## config.mk

```make
export PLATFORM = sky130hd
export DESIGN_NAME = backlight_inactivity_sleep_controller
export DESIGN_NICKNAME = d
export VERILOG_FILES = /design/src/hw/rtl/bisc_pkg.sv /design/src/hw/rtl/bisc_in_stage.sv /design/src/hw/rtl/bisc_core.sv /design/src/hw/rtl/bisc_out_stage.sv /design/src/hw/rtl/backlight_inactivity_sleep_controller.sv
export VERILOG_INCLUDE_DIRS = /design/src /design/src/hw/rtl
export SDC_FILE = /design/constraint.sdc
export NUM_CORES = 1
export LEC_CHECK = 0
export ABC_AREA = 1
export BUFFER_PORTS_ARGS = -buffer_cell sky130_fd_sc_hd__buf_2
export CAP_MARGIN = 20
export CORE_MARGIN = 5
export CORE_UTILIZATION = 55
export CTS_CLUSTER_DIAMETER = 100
export DETAILED_ROUTE_END_ITERATION = 10
export GPL_ROUTABILITY_DRIVEN = 0
export GPL_TIMING_DRIVEN = 0
export HOLD_SLACK_MARGIN = 0.08
export PLACE_DENSITY_LB_ADDON = 0.15
export SLEW_MARGIN = 10
export SYNTH_ARGS = -nofsm -noshare
export SYNTH_HDL_FRONTEND = slang
export SYNTH_SLANG_ARGS = --single-unit
```

## constraint.sdc

```tcl
create_clock -name aclk -period 9.35 [get_ports aclk]
set_input_delay 0.935 -clock aclk [delete_from_list [all_inputs] [get_ports aclk]]
set_output_delay 0.935 -clock aclk [all_outputs]
set_load 0.01 [all_outputs]
```

## src/hw/rtl/backlight_inactivity_sleep_controller_defines.svh

```systemverilog
// Assertion macros used by the backlight sleep controller top level.
`ifndef BACKLIGHT_INACTIVITY_SLEEP_CONTROLLER_DEFINES_SVH
`define BACKLIGHT_INACTIVITY_SLEEP_CONTROLLER_DEFINES_SVH

// Same-cycle implication, checked out of reset.
`define BISC_ASSERT_NOW(label, clk, rstn, ante, cons, msg) \
    label: assert property (@(posedge clk) disable iff (!(rstn)) (ante) |-> (cons)) \
        else $error(msg);

// Next-cycle implication, checked out of reset.
`define BISC_ASSERT_NEXT(label, clk, rstn, ante, cons, msg) \
    label: assert property (@(posedge clk) disable iff (!(rstn)) (ante) |=> (cons)) \
        else $error(msg);

`endif

```

## src/hw/rtl/bisc_pkg.sv

```systemverilog
// Types, constants and helper functions of the backlight sleep controller.
`default_nettype none

package bisc_pkg;

    typedef enum logic [2:0] {
        OP_TICK      = 3'd0,
        OP_ACTIVITY  = 3'd1,
        OP_TOUCH     = 3'd2,
        OP_SET_LEVEL = 3'd3,
        OP_WAKE      = 3'd4
    } op_t;

    localparam int CFG_IDX_W  = 2;
    localparam int CFG_DATA_W = 11;

    localparam logic [CFG_IDX_W-1:0] CFG_SLEEP_TIMEOUT     = 2'd0;
    localparam logic [CFG_IDX_W-1:0] CFG_STORED_BRIGHTNESS = 2'd1;

    localparam logic [6:0]  PCT_MIN         = 7'd10;
    localparam logic [6:0]  PCT_MAX         = 7'd97;
    localparam logic [6:0]  PCT_RESET       = 7'd60;
    localparam int          TIMEOUT_RESET   = 120;
    localparam int          MS_PER_SEC      = 1000;
    // ceil(2^22 / 97): exact quotient for every numerator below 2^15
    localparam logic [15:0] DRIVE_RECIP     = 16'd43241;
    localparam logic [14:0] DRIVE_ROUND     = 15'd48;

    typedef struct packed {
        logic [2:0] operation;
        logic       pressed;
        logic [7:0] percent;
        logic       persist;
    } in_item_t;

    typedef struct packed {
        logic [7:0] backlight_level;
        logic       asleep;
        logic       touch_consumed;
        logic       save_request;
        logic [6:0] save_value;
    } out_item_t;

    typedef struct packed {
        logic                  valid;
        logic [CFG_IDX_W-1:0]  index;
        logic [CFG_DATA_W-1:0] data;
    } cfg_write_t;

    function automatic logic [6:0] clamp_pct(input logic [7:0] p);
        logic [6:0] r;
        if (p < {1'b0, PCT_MIN}) begin
            r = PCT_MIN;
        end else if (p > {1'b0, PCT_MAX}) begin
            r = PCT_MAX;
        end else begin
            r = p[6:0];
        end
        return r;
    endfunction

    // (p * 255 + 48) / 97 by reciprocal multiply
    function automatic logic [7:0] pct_to_drive(input logic [6:0] p);
        logic [14:0] num;
        logic [30:0] prod;
        num  = {p, 8'd0} - {8'd0, p} + DRIVE_ROUND;
        prod = 31'(num) * 31'(DRIVE_RECIP);
        return prod[29:22];
    endfunction

endpackage

`default_nettype wire

```

## src/hw/rtl/bisc_in_stage.sv

```systemverilog
// Input holding register of the backlight sleep controller.
`default_nettype none

module bisc_in_stage (
    input  wire logic               aclk,
    input  wire logic               aresetn,
    input  wire logic               s_valid,
    output logic                    s_ready,
    input  wire bisc_pkg::in_item_t s_data,
    input  wire logic               advance,
    output logic                    item_valid,
    output bisc_pkg::in_item_t      item
);

    logic               valid_reg;
    logic               valid_next;
    bisc_pkg::in_item_t data_reg;

    assign s_ready    = !valid_reg || advance;
    assign valid_next = (valid_reg && !advance) || (s_valid && s_ready);

    always_ff @(posedge aclk) begin
        if (!aresetn) begin
            valid_reg <= 1'b0;
        end else begin
            valid_reg <= valid_next;
        end
        if (s_valid && s_ready) begin
            data_reg <= s_data;
        end
    end

    assign item_valid = valid_reg;
    assign item       = data_reg;

endmodule

`default_nettype wire

```

## src/hw/rtl/bisc_core.sv

```systemverilog
// Sleep, wake, touch-lock and deferred-save state with its next-state logic.
`default_nettype none

module bisc_core #(
    parameter int SAVE_DELAY_MS   = 400,
    parameter int MAX_TIMEOUT_SEC = 1800
) (
    input  wire logic                 aclk,
    input  wire logic                 aresetn,
    input  wire bisc_pkg::cfg_write_t cfg,
    input  wire logic                 advance,
    input  wire bisc_pkg::in_item_t   item,
    output bisc_pkg::out_item_t       result
);

    localparam int IDLE_CAP  = MAX_TIMEOUT_SEC * bisc_pkg::MS_PER_SEC;
    localparam int IDLE_W    = $clog2(IDLE_CAP + 1);
    localparam int PEND_W    = $clog2(SAVE_DELAY_MS + 1);
    localparam int RESET_TMO = (bisc_pkg::TIMEOUT_RESET > MAX_TIMEOUT_SEC)
                               ? MAX_TIMEOUT_SEC : bisc_pkg::TIMEOUT_RESET;

    logic              sleeping_reg,  sleeping_next;
    logic              ignore_reg,    ignore_next;
    logic [IDLE_W-1:0] idle_reg,      idle_next;
    logic [6:0]        current_reg,   current_next;
    logic [6:0]        saved_reg,     saved_next;
    logic              pend_flag_reg, pend_flag_next;
    logic [PEND_W-1:0] pend_ms_reg,   pend_ms_next;
    logic [IDLE_W-1:0] tmo_ms_reg,    tmo_ms_next;

    logic              wake;
    logic              consumed;
    logic              req;
    logic [6:0]        sval;
    logic [6:0]        new_pct;
    logic [6:0]        cfg_pct;
    logic [IDLE_W-1:0] cfg_tmo;

    // timeout threshold in ms, worked out once at the register write
    assign cfg_tmo = IDLE_W'(cfg.data);
    always_comb begin
        if (cfg_tmo > IDLE_W'(MAX_TIMEOUT_SEC)) begin
            tmo_ms_next = IDLE_W'(IDLE_CAP);
        end else begin
            tmo_ms_next = IDLE_W'(cfg_tmo * IDLE_W'(bisc_pkg::MS_PER_SEC));
        end
    end

    assign cfg_pct = bisc_pkg::clamp_pct({1'b0, cfg.data[6:0]});
    assign new_pct = bisc_pkg::clamp_pct(item.percent);

    always_comb begin
        sleeping_next  = sleeping_reg;
        ignore_next    = ignore_reg;
        idle_next      = idle_reg;
        current_next   = current_reg;
        saved_next     = saved_reg;
        pend_flag_next = pend_flag_reg;
        pend_ms_next   = pend_ms_reg;
        wake           = 1'b0;
        consumed       = 1'b0;
        req            = 1'b0;
        sval           = '0;

        case (item.operation)
            bisc_pkg::OP_TICK: begin
                if (pend_ms_reg < PEND_W'(SAVE_DELAY_MS)) begin
                    pend_ms_next = pend_ms_reg + 1'b1;
                end
                if (idle_reg < IDLE_W'(IDLE_CAP)) begin
                    idle_next = idle_reg + 1'b1;
                end
                // flush a deferred save before the sleep decision
                if (pend_flag_reg && pend_ms_next >= PEND_W'(SAVE_DELAY_MS)) begin
                    if (current_reg != saved_reg) begin
                        saved_next = current_reg;
                        req        = 1'b1;
                        sval       = current_reg;
                    end
                    pend_flag_next = 1'b0;
                end
                if (sleeping_reg) begin
                    wake = item.pressed;
                end else if (tmo_ms_reg != '0 && idle_next >= tmo_ms_reg) begin
                    sleeping_next = 1'b1;
                end
            end
            bisc_pkg::OP_ACTIVITY: begin
                if (!sleeping_reg) begin
                    idle_next = '0;
                end
            end
            bisc_pkg::OP_TOUCH: begin
                if (sleeping_reg) begin
                    wake     = item.pressed;
                    consumed = 1'b1;
                end else if (ignore_reg) begin
                    if (!item.pressed) begin
                        ignore_next = 1'b0;
                    end
                    consumed = 1'b1;
                end
            end
            bisc_pkg::OP_SET_LEVEL: begin
                current_next = new_pct;
                if (item.persist) begin
                    saved_next     = new_pct;
                    pend_flag_next = 1'b0;
                    req            = 1'b1;
                    sval           = new_pct;
                end else if (new_pct != saved_reg) begin
                    pend_flag_next = 1'b1;
                    pend_ms_next   = '0;
                end
                if (!sleeping_reg) begin
                    idle_next = '0;
                end
            end
            bisc_pkg::OP_WAKE: begin
                wake = 1'b1;
            end
            default: begin
            end
        endcase

        // wake; lock touches only when coming out of sleep
        if (wake) begin
            sleeping_next = 1'b0;
            idle_next     = '0;
            if (sleeping_reg) begin
                ignore_next = 1'b1;
            end
        end
    end

    always_ff @(posedge aclk) begin
        if (!aresetn) begin
            sleeping_reg  <= 1'b0;
            ignore_reg    <= 1'b0;
            idle_reg      <= '0;
            current_reg   <= bisc_pkg::PCT_RESET;
            saved_reg     <= bisc_pkg::PCT_RESET;
            pend_flag_reg <= 1'b0;
            pend_ms_reg   <= '0;
            tmo_ms_reg    <= IDLE_W'(RESET_TMO * bisc_pkg::MS_PER_SEC);
        end else if (cfg.valid) begin
            case (cfg.index)
                bisc_pkg::CFG_SLEEP_TIMEOUT: begin
                    tmo_ms_reg <= tmo_ms_next;
                end
                bisc_pkg::CFG_STORED_BRIGHTNESS: begin
                    current_reg   <= cfg_pct;
                    saved_reg     <= cfg_pct;
                    pend_flag_reg <= 1'b0;
                    pend_ms_reg   <= '0;
                end
                default: begin
                end
            endcase
        end else if (advance) begin
            sleeping_reg  <= sleeping_next;
            ignore_reg    <= ignore_next;
            idle_reg      <= idle_next;
            current_reg   <= current_next;
            saved_reg     <= saved_next;
            pend_flag_reg <= pend_flag_next;
            pend_ms_reg   <= pend_ms_next;
        end
    end

    // while awake the drive always tracks the current percent
    always_comb begin
        result.backlight_level = sleeping_next ? 8'd0 : bisc_pkg::pct_to_drive(current_next);
        result.asleep          = sleeping_next;
        result.touch_consumed  = consumed;
        result.save_request    = req;
        result.save_value      = sval;
    end

endmodule

`default_nettype wire

```

## src/hw/rtl/bisc_out_stage.sv

```systemverilog
// Result register of the backlight sleep controller.
`default_nettype none

module bisc_out_stage (
    input  wire logic                aclk,
    input  wire logic                aresetn,
    input  wire logic                load,
    input  wire bisc_pkg::out_item_t result,
    output logic                     can_load,
    output logic                     m_valid,
    input  wire logic                m_ready,
    output bisc_pkg::out_item_t      m_data
);

    logic                valid_reg;
    logic                valid_next;
    bisc_pkg::out_item_t data_reg;

    assign can_load   = !valid_reg || m_ready;
    assign valid_next = load || (valid_reg && !m_ready);

    always_ff @(posedge aclk) begin
        if (!aresetn) begin
            valid_reg <= 1'b0;
        end else begin
            valid_reg <= valid_next;
        end
        if (load) begin
            data_reg <= result;
        end
    end

    assign m_valid = valid_reg;
    assign m_data  = data_reg;

endmodule

`default_nettype wire

```

## src/hw/rtl/backlight_inactivity_sleep_controller.sv

```systemverilog
// Top level of the touch-display backlight inactivity sleep controller.
`default_nettype none
`include "backlight_inactivity_sleep_controller_defines.svh"

// Channel   Direction  Ports                               Word
// input     in         s_valid, s_ready, s_data            bisc_pkg::in_item_t
// result    out        m_valid, m_ready, m_data            bisc_pkg::out_item_t
// config    in         cfg_valid, cfg_ready, cfg_index,    register index + data
//                      cfg_data
//
// Throughput is one word per cycle while m_ready stays high; a word's status reaches
// m_data through the input register, then the result register.
// All state updates for one word happen in the single step from the input
// register to the result register; the drive scaling is one reciprocal multiply.
// Reset (aresetn low, synchronous) loads timeout 120 s and brightness 60 %.
// A stalled result register holds the input register, which then drops
// s_ready; configuration writes are always taken (cfg_ready high).

module backlight_inactivity_sleep_controller #(
    parameter int SAVE_DELAY_MS   = 400,
    parameter int MAX_TIMEOUT_SEC = 1800
) (
    input  wire logic                                aclk,
    input  wire logic                                aresetn,
    input  wire logic                                s_valid,
    output logic                                     s_ready,
    input  wire bisc_pkg::in_item_t                  s_data,
    output logic                                     m_valid,
    input  wire logic                                m_ready,
    output bisc_pkg::out_item_t                      m_data,
    input  wire logic                                cfg_valid,
    output logic                                     cfg_ready,
    input  wire logic [bisc_pkg::CFG_IDX_W-1:0]      cfg_index,
    input  wire logic [bisc_pkg::CFG_DATA_W-1:0]     cfg_data
);

    logic                 item_valid;
    bisc_pkg::in_item_t   item;
    bisc_pkg::out_item_t  result;
    bisc_pkg::cfg_write_t cfg;
    logic                 can_load;
    logic                 advance;

    // take a register write whenever offered
    assign cfg_ready = 1'b1;
    assign cfg.valid = cfg_valid;
    assign cfg.index = cfg_index;
    assign cfg.data  = cfg_data;

    // advance the held word when the result register has room
    assign advance = item_valid && can_load;

    bisc_in_stage u_in_stage (
        .aclk       (aclk),
        .aresetn    (aresetn),
        .s_valid    (s_valid),
        .s_ready    (s_ready),
        .s_data     (s_data),
        .advance    (advance),
        .item_valid (item_valid),
        .item       (item)
    );

    bisc_core #(
        .SAVE_DELAY_MS   (SAVE_DELAY_MS),
        .MAX_TIMEOUT_SEC (MAX_TIMEOUT_SEC)
    ) u_core (
        .aclk    (aclk),
        .aresetn (aresetn),
        .cfg     (cfg),
        .advance (advance),
        .item    (item),
        .result  (result)
    );

    bisc_out_stage u_out_stage (
        .aclk     (aclk),
        .aresetn  (aresetn),
        .load     (advance),
        .result   (result),
        .can_load (can_load),
        .m_valid  (m_valid),
        .m_ready  (m_ready),
        .m_data   (m_data)
    );

    // A sleeping panel is dark.
    `BISC_ASSERT_NOW(a_dark_when_asleep, aclk, aresetn, m_valid && m_data.asleep, m_data.backlight_level == 8'd0, "backlight driven while asleep")
    // Save value is zero without a save strobe.
    `BISC_ASSERT_NOW(a_save_value_idle, aclk, aresetn, m_valid && !m_data.save_request, m_data.save_value == 7'd0, "save value without save request")
    // A saved percent is always within the clamped range.
    `BISC_ASSERT_NOW(a_save_in_range, aclk, aresetn, m_valid && m_data.save_request, m_data.save_value >= bisc_pkg::PCT_MIN && m_data.save_value <= bisc_pkg::PCT_MAX, "save value out of range")
    // An advanced word shows up in the result register next cycle.
    `BISC_ASSERT_NEXT(a_advance_shows, aclk, aresetn, advance, m_valid, "advanced word lost")

endmodule

`default_nettype wire
```

# ---- Word level (Yosys, flattened, before mapping)
# Index checks and enable logic that the tools add are counted.
dict set report word_totals {
  register_bits 101
  in_bits 31
  output_inout_bits 21
  elab_cells 136
}
dict set report op_classes {
  addsub 4
  mul 2
  order_cmp 9
  eq_ne 15
  n_mux 57
  n_bitwise 1
  reduce_logical 29
}
# cell n
set ops {}
lappend ops {{2-to-1 mux 7 bit} 16}
lappend ops {{2-to-1 mux 21 bit} 5}
lappend ops {{2-to-1 mux 9 bit} 7}
lappend ops {{one-hot mux 21 bit (2 select lines)} 1}
lappend ops {{multiplier 15 x 16 -> 30 bit (second input constant)} 1}
lappend ops {{one-hot mux 7 bit (2 select lines)} 2}
lappend ops {{2-to-1 mux 1 bit} 22}
lappend ops {{adder 21 x 1 -> 21 bit (second input constant)} 1}
lappend ops {{>= comparator 21 bit} 1}
lappend ops {{< comparator 21 bit (second input constant)} 1}
lappend ops {{nonzero test 21 bit} 1}
lappend ops {{multiplier 11 x 7 -> 18 bit (second input constant)} 1}
lappend ops {{one-hot mux 9 bit (2 select lines)} 1}
lappend ops {{adder 15 x 6 -> 15 bit (second input constant)} 1}
lappend ops {{subtractor 15 x 7 -> 15 bit} 1}
lappend ops {{inequality test 7 bit} 2}
lappend ops {{greater-than comparator 11 bit (second input constant)} 1}
lappend ops {{AND reduction 5 bit} 2}
lappend ops {{adder 9 x 1 -> 9 bit (second input constant)} 1}
lappend ops {{>= comparator 9 bit (second input constant)} 1}
lappend ops {{< comparator 9 bit (second input constant)} 1}
lappend ops {{inequality test 3 x 2 -> 1 bit (second input constant)} 3}
lappend ops {{inequality test 3 bit (second input constant)} 3}
lappend ops {{greater-than comparator 8 x 7 -> 1 bit (second input constant)} 1}
lappend ops {{other kinds (22)} 40}

# ---- Logic depth before layout (Yosys ltp)
# Gate-level depths: netlist of the first run.
dict set report depth {
  word_depth 9
  depth_mapped 40
  ltp_nobuf 40
}

# ---- By module
# From an unflattened synthesis of the first run, not the netlist that was laid out.
dict set report hier_totals {
  cells_unflattened 1453
  hier_area_um2 11778.8
}
# mod n_inst cells_each area_each_um2 seq_area_each_um2
set modules_own_cells {}
lappend modules_own_cells {bisc_core 1 1405 10731.5 1301.2}
lappend modules_own_cells {bisc_out_stage 1 24 586.8 560.5}
lappend modules_own_cells {bisc_in_stage 1 20 441.7 410.4}
lappend modules_own_cells {backlight_inactivity_sleep_controller 1 4 18.8 0.0}

# ---- Least setup slack after synthesis of the first run
# No wires, ideal clock.
dict set report synth_timing {
  path_kind {register to register}
  from {register u_in_stage.data_reg, in the netlist u_in_stage.item[8]}
  to {register u_out_stage.data_reg, in the netlist u_out_stage.m_data[15] (data pin)}
  setup_ps 146
  t_arrival_ps 6350
  t_required_ps 9204
  setup_slack_ps 2854
  path_stages_with_launch 32
  n_path_buf 0
  synth_period_minus_slack_ps 6496
  cell_sequence {edfxtp_1 > nor2_4 > nand2_2 > nor2_2 > inv_2 > nand3_2 > nand2_4 > nor2_4 > nand2_2 > nor2_4 > inv_2 > a21oi_4 > inv_2 > a21oi_1 > fa_1 > ha_1 > fa_1 > fa_1 > inv_1 > fa_1 > inv_1 > fa_1 > ha_1 > nand2_1 > inv_1 > nand4_1 > o21ai_0 > nor2_1 > o21ai_0 > a21oi_1 > or2_2 > a21oi_1}
}
dict set report synth_between {
  elab_chain_cells 7
  elab_cells_between_ends 8
  classes_between {add/sub: 2; mul: 1; order compare: 2; mux: 3}
}
# element line_no
set synth_lines {}
lappend synth_lines {{from (decl)} bisc_in_stage.sv:17} ;# bisc_pkg::in_item_t data_reg;
lappend synth_lines {{from (signal assigned)} bisc_in_stage.sv:29} ;# data_reg <= s_data;
lappend synth_lines {{greater-than comparator 8 x 7 -> 1 bit} bisc_pkg.sv:54} ;# end else if (p > {1'b0, PCT_MAX}) begin
lappend synth_lines {{2-to-1 mux 7 bit} bisc_pkg.sv:54}
lappend synth_lines {{2-to-1 mux 7 bit *} bisc_pkg.sv:52} ;# if (p < {1'b0, PCT_MIN}) begin
lappend synth_lines {{2-to-1 mux 7 bit *} bisc_core.sv:65} ;# case (item.operation)
lappend synth_lines {{subtractor 15 x 7 -> 15 bit *} bisc_pkg.sv:66} ;# num = {p, 8'd0} - {8'd0, p} + DRIVE_ROUND;
lappend synth_lines {{adder 15 x 6 -> 15 bit *} bisc_pkg.sv:66}
lappend synth_lines {{multiplier 15 x 16 -> 30 bit *} bisc_pkg.sv:67} ;# prod = 31'(num) * 31'(DRIVE_RECIP);
lappend synth_lines {{to (signal assigned)} bisc_out_stage.sv:29} ;# data_reg <= result;
lappend synth_lines {{to (decl)} bisc_out_stage.sv:17} ;# bisc_pkg::out_item_t data_reg;
# Every way passes the cells marked *; elsewhere a longest branch is shown, timed or not.
# A chain may end at the register's enable or synchronous reset.

# ---- Worst setup path after layout of the first run
dict set report layout_timing {
  from {register u_in_stage.data_reg, in the netlist u_in_stage.item[10]}
  to {register u_out_stage.data_reg, in the netlist u_out_stage.m_data[14] (data pin)}
}
dict set report layout_between {
  elab_chain_cells 5
  elab_cells_between_ends 12
  classes_between {add/sub: 2; mul: 1; eq/ne: 3; mux: 4; reduce/logical: 2}
}
# element line_no
set layout_lines {}
lappend layout_lines {{equality test 3 x 2 -> 1 bit} bisc_core.sv:65}
lappend layout_lines {{2-to-1 mux 7 bit} bisc_core.sv:65}
lappend layout_lines {{subtractor 15 x 7 -> 15 bit} bisc_pkg.sv:66}
lappend layout_lines {{adder 15 x 6 -> 15 bit} bisc_pkg.sv:66}
lappend layout_lines {{multiplier 15 x 16 -> 30 bit} bisc_pkg.sv:67}
# Parallel ways exist; a longest one is shown, timed or not.

==> results of run 1 <==
[cell usage after synthesis (7+ instances only)]
master,number,area [um2]
inv_1,267,1000
nand2_1,222,833
ha_1,201,2510
a21oi_1,103,515
fa_1,92,1840
nor2_1,92,345
dfxtp_1,67,1340
o21ai_0,59,295
nand3_1,53,265
xor2_1,39,342
edfxtp_1,31,931
nand4_1,19,119
nor3_1,18,90.1
xnor2_1,15,131
o211ai_1,14,105
nand2_2,12,75.1
o22ai_1,10,62.6
inv_2,9,33.8
nor4_1,8,50.1
clkbuf_1,7,26.3
or2_2,7,43.8
[through the flow]
step | instance area, um2 | cells | worst slack, ns
floorplan | 11600 | 1426 | 2.85
global placement | 12200 | 1750 | 1.88
detailed placement | 12200 | 1750 | 1.80
CTS | 12500 | 1766 | 1.75
global route | 12500 | 1766 | 1.26
finish | 12500 | 1766 | 1.71
[area by class of cell]
type | count | area share, %
Multi-Input combinational cell | 1035 | 65.9
Sequential cell | 98 | 18.1
Inverter | 280 | 8.42
Tap cell | 275 | 2.75
Timing Repair Buffer | 49 | 1.96
Clock buffer | 9 | 1.80
Buffer | 13 | 0.539
Clock inverter | 7 | 0.480
[kinds of logic after synthesis]
group                    Yosys count  synth area share (%)
AND/OR/NAND/NOR                  456                  17.7
buffers and inverters            293                  9.63
adder cells (fa/ha/maj)          293                  37.4
AO/OA/AOI/OAI                    230                  11.6
flip-flops                        98                  19.5
XOR/XNOR                          55                  4.20
other                              1                0.0322
[final timing paths]
path / slack, ns / end / start
setup / recovery: 1.71 / u_out_stage.m_data[14] / u_in_stage.item[10]
hold / removal: 0.47 / u_core.tmo_ms_reg[5] / u_core.tmo_ms_reg[5]
setup reg to reg: 1.71 / u_out_stage.m_data[14] / u_in_stage.item[10]
hold reg to reg: 0.47 / u_core.tmo_ms_reg[5] / u_core.tmo_ms_reg[5]
[tightest hold or removal path, cell delays in order (launching register included)]
cell     delay, ns
dfxtp_1       0.32
nand2_1       0.06
a21oi_1       0.05
[per-layer routing]
layer	track usage, %	up-vias	routed length [um]
li1	-	4776	-
met1	31.9	4425	12600
met2	37.9	157	12500
met3	2.41	22	987
met4	4.96	0	398
met5	0	-	0
==> impl_results.md, run 1 <==
- GRT Total Usage: 22.6%
- Worst Hold Depth: 2
- Clock Skew: 0.0157 ns
- ANT cells: 0
- ANT nets after route: 0
- Global-route wire length before repair: 44,700 um
- Core area: approximately 21,000 um2
- Initial Util: 55.6%
- Vias in the first global route: 9,227
- Clock buffer depth: 2
- Syn_nets: 1,750
- Post-Syn Area per Cell: 8.17 um2
- Critical path arrival: slightly below 8 ns
- # DRC: 0
- CTS tree: yes
- Outcome: complete, no violations
- Clock buffer count from CTS: 9
- Max FFs per register: 21
- Largest net degree at the start of global routing: 20
- CTS Root Cell: clkbuf_16
- Crit path time final: about 7.6 ns
- Final setup vio count: 0
- Drt first pass iters: 5
- WP depth: 27
- Port-buffer cells: 49
- Crit-path leading delay family: adder cells
- CP startpoint kind: register
- Clk sinks: 98
- Fin nets: 1,810
- I/O pin count: 52
- Dpl hpwl: roughly 22,000 um
- WP buf/inv: 5
- WL final: 26,500 um
- Max Clk Rate: 131 MHz
- Slowest CP cell: a21oi_1
- Hold Buf Count CTS: 0
- Async SR Flop Fraction: 0%
- #FFs+latches synth: 98
- Least-Margin Pin Slew: 1.03 ns
- Yosys cell types: 59
- DR vias/cell: between 5 and 6
- Register area: about 2300 um2
- Resize count post-CTS: 0
- Slew Limit Fails: 0
- Die Wd: 156 um
- Area of the multi-input gates: 8260 um2
- Syn Std Cell Area: 11,600 um2
- Number of max-cap violations: 0
- YS warnings: 0
- Skew-Pair Late Insertion Delay: between 0.3 and 0.4 ns
- Total congestion overflow: 0
- Die Area: 24,200 um2
- Die height: 156 um
- Most frequent CP cell: fa_1
- Clock Pin Slew Worst Setup and Hold Paths: around 0.08 ns
- Iteration-0 DRC Markers: 539
- Req. time, crit path: 9.56 ns
- Sequential area share after synthesis: 19.5%
- Routed WL per cell: 15.0 um
- Commonest non-fill, non-tap cells in the layout: inv_1, nand2_1, ha_1
- Final Hold Fails: 0
- Top_reg_cell synth: dfxtp_1
- Slowest stage delay, CP: approximately 0.66 ns
- Ratio of cells with drive above 1 in the final layout: under 10%
- Commonest non-fill, non-tap cell in the layout: inv_1
- FILL cells: 1,983
- Initial antenna violation count: 0
- Fin crit share: 81.7%
- Fin Setup TNS: 0 ns
- Worst hold path class: register to register
- Post-synth EDFFs: 31
- Postcts setup bufs: 0
- RSZ-0062 raised after global routing: no
- Final core occ: 59.8%
- Worst-path maximum fanout: 10
- Htree depth: 3
- Critical path class: register to register
- Crit end category: register
- Slew headroom: 30.8%
- FP Rows: 53
- Layout area overhead: 7.51%
- Vias: 9,380
- Syn Inst Count: 1,426
- Worst R2R Path Depth: 27
- Min Hold Slack: about 0.47 ns
Power of run 1 is not shown: default switching activity piles up to over one toggle a cycle in this logic, so the estimate is an artifact.
==> run 2, diff against run 1 <==
==> constraint.sdc (replaced) <==
create_clock -name aclk -period 8 [get_ports aclk]
set_input_delay 0.8 -clock aclk [delete_from_list [all_inputs] [get_ports aclk]]
set_output_delay 0.8 -clock aclk [all_outputs]
set_load 0.01 [all_outputs]
==> impl_results.md, run 2 (synthesis gave the netlist of run 1 again) <==
- Hold Buf Count CTS: 0 (unchanged)
- Global-route wire length before repair: 44,700 um (unchanged)
- I/O pin count: 52 (unchanged)
- Total congestion overflow: 0 (unchanged)
- Initial antenna violation count: 0 (unchanged)
- Initial Util: 55.6% (unchanged)
- FF-to-FF setup slack: 0.53 ns (-1.19 ns)
- Critical path arrival: 7.68 ns (-0.17 ns)
- Die height: 156 um (unchanged)
- Slew headroom: 36.7% (+5.9 points)
- Routed WL per cell: 15.0 um (+0.17%)
- # DRC: 0 (unchanged)
- Htree depth: 3 (unchanged)
- CP startpoint kind: register
- WL final: 26,600 um (+0.17%)
- Fin crit share: 93.4% (+12 points)
- Ratio of cells with drive above 1 in the final layout: 8.99% (+0.13 points)
- Outcome: complete, no violations
- Crit path time final: 7.47 ns (-0.165 ns)
- Max FFs per register: 21 (unchanged)
- Layout area overhead: 7.60% (about the same)
- Worst hold path class: register to register
- ANT nets after route: 0 (unchanged)
- Max Clk Rate: 134 MHz (+2.2%)
- Final setup vio count: 0 (unchanged)
- GRT Total Usage: 22.6% (unchanged)
- Clock buffer count from CTS: 9 (unchanged)
- DR vias/cell: 5.33 (+0.39%)
- FP Rows: 53 (unchanged)
- Clock Pin Slew Worst Setup and Hold Paths: 0.07 ns (about the same)
- Slew Limit Fails: 0 (unchanged)
- Dpl hpwl: 22,100 um (unchanged)
- Clk sinks: 98 (unchanged)
- Placement Setup Slack: 0.446 ns (-1.35 ns)
- Least-Margin Pin Slew: 0.949 ns (-0.0855 ns)
- Die Area: 24,200 um2 (unchanged)
- Core area: 21,000 um2 (unchanged)
- Final core occ: 59.8% (about the same)
- Commonest non-fill, non-tap cell in the layout: inv_1
- Largest net degree at the start of global routing: 20 (unchanged)
- Commonest non-fill, non-tap cells in the layout: inv_1, nand2_1, ha_1
- Clock buffer depth: 2 (unchanged)
- Worst setup margin: 0.525 ns (-1.19 ns)
- Number of max-cap violations: 0 (unchanged)
- Vias: 9,417 (+0.39%)
- ANT cells: 0 (unchanged)
- Vias in the first global route: 9,227 (unchanged)
- Fin Setup TNS: 0 ns (unchanged)
- CTS Root Cell: clkbuf_16
- Clock Skew: 0.0134 ns (-0.00238 ns)
- Postcts setup bufs: 0 (unchanged)
- Skew-Pair Late Insertion Delay: 0.36 ns (about the same)
- Worst-path maximum fanout: 10 (unchanged)
- CTS tree: yes
- Critical path class: register to register
- Final Hold Fails: 0 (unchanged)
- Drt first pass iters: 5 (unchanged)
- Fin nets: 1,810 (unchanged)
- Port-buffer cells: 49 (unchanged)
- Die Wd: 156 um (unchanged)
- Req. time, crit path: 8.21 ns (-1.35 ns)
- Crit end category: register
- Iteration-0 DRC Markers: 516 (-4.3%)
[run 2: what timing repair did]
| item | in CTS | in global routing |
|---|---|---|
| resized for setup | 0 | 2 |
| setup endpoints to repair | 0 | 2 |
| hold endpoints to repair | 0 | 0 |
[run 2: path summary, 6_finish.rpt]
| kind | from | to | cells past startpoint |
|---|---|---|---|
| min reg2reg | u_core.tmo_ms_reg[4] | u_core.tmo_ms_reg[4] | 2 |
| min | u_core.tmo_ms_reg[4] | u_core.tmo_ms_reg[4] | 2 |
| max reg2reg | u_in_stage.item[10] | u_out_stage.m_data[14] | 27 |
| max | u_in_stage.item[10] | u_out_stage.m_data[14] | 27 |
[run 2: through the flow]
stage | hold slack, ns | instance area [um2] | std cells
floorplan | 0.422 | 11600 | 1426
global placement | 0.440 | 12200 | 1750
detailed placement | 0.459 | 12200 | 1750
CTS | 0.470 | 12500 | 1766
global route | 0.486 | 12500 | 1766
finish | 0.469 | 12500 | 1766
[run 2: critical path: stages, from the launching register on]
cell and delay, ns:
edfxtp_1 0.45, nand2_2 0.09, nor2_4 0.26, buf_6 0.21, nand4_1 0.21, nand2_1 0.19
nand2_1 0.10, inv_1 0.14, a21oi_4 0.09, inv_2 0.26, nand2_4 0.09, xor2_2 0.46
fa_1 0.52, ha_1 0.32, fa_1 0.52, fa_1 0.54, inv_1 0.06, fa_1 0.56
inv_1 0.06, fa_1 0.47, ha_1 0.33, nand2_1 0.10, nor4_1 0.34, o21ai_0 0.18
nand3_1 0.22, a21oi_1 0.13, or2_2 0.29, a21oi_1 0.14
[run 2: routing by layer]
layer	up-vias	track usage, %	share of wire [%]
li1	4774	-	-
met1	4430	31.9	47
met2	191	37.9	47
met3	22	2.41	4.4
met4	0	4.96	1.5
met5	-	0	0
[run 2: final cells by class]
type                            count  area, um2
Fill cell                        1978       8420
Clock inverter                      7       60.1
Inverter                          280       1050
Clock buffer                        9        225
Multi-Input combinational cell   1035       8270
Sequential cell                    98       2270
Buffer                             13       67.6
Tap cell                          275        344
Timing Repair Buffer               49        245
Power of run 2 is left out for the same reason.
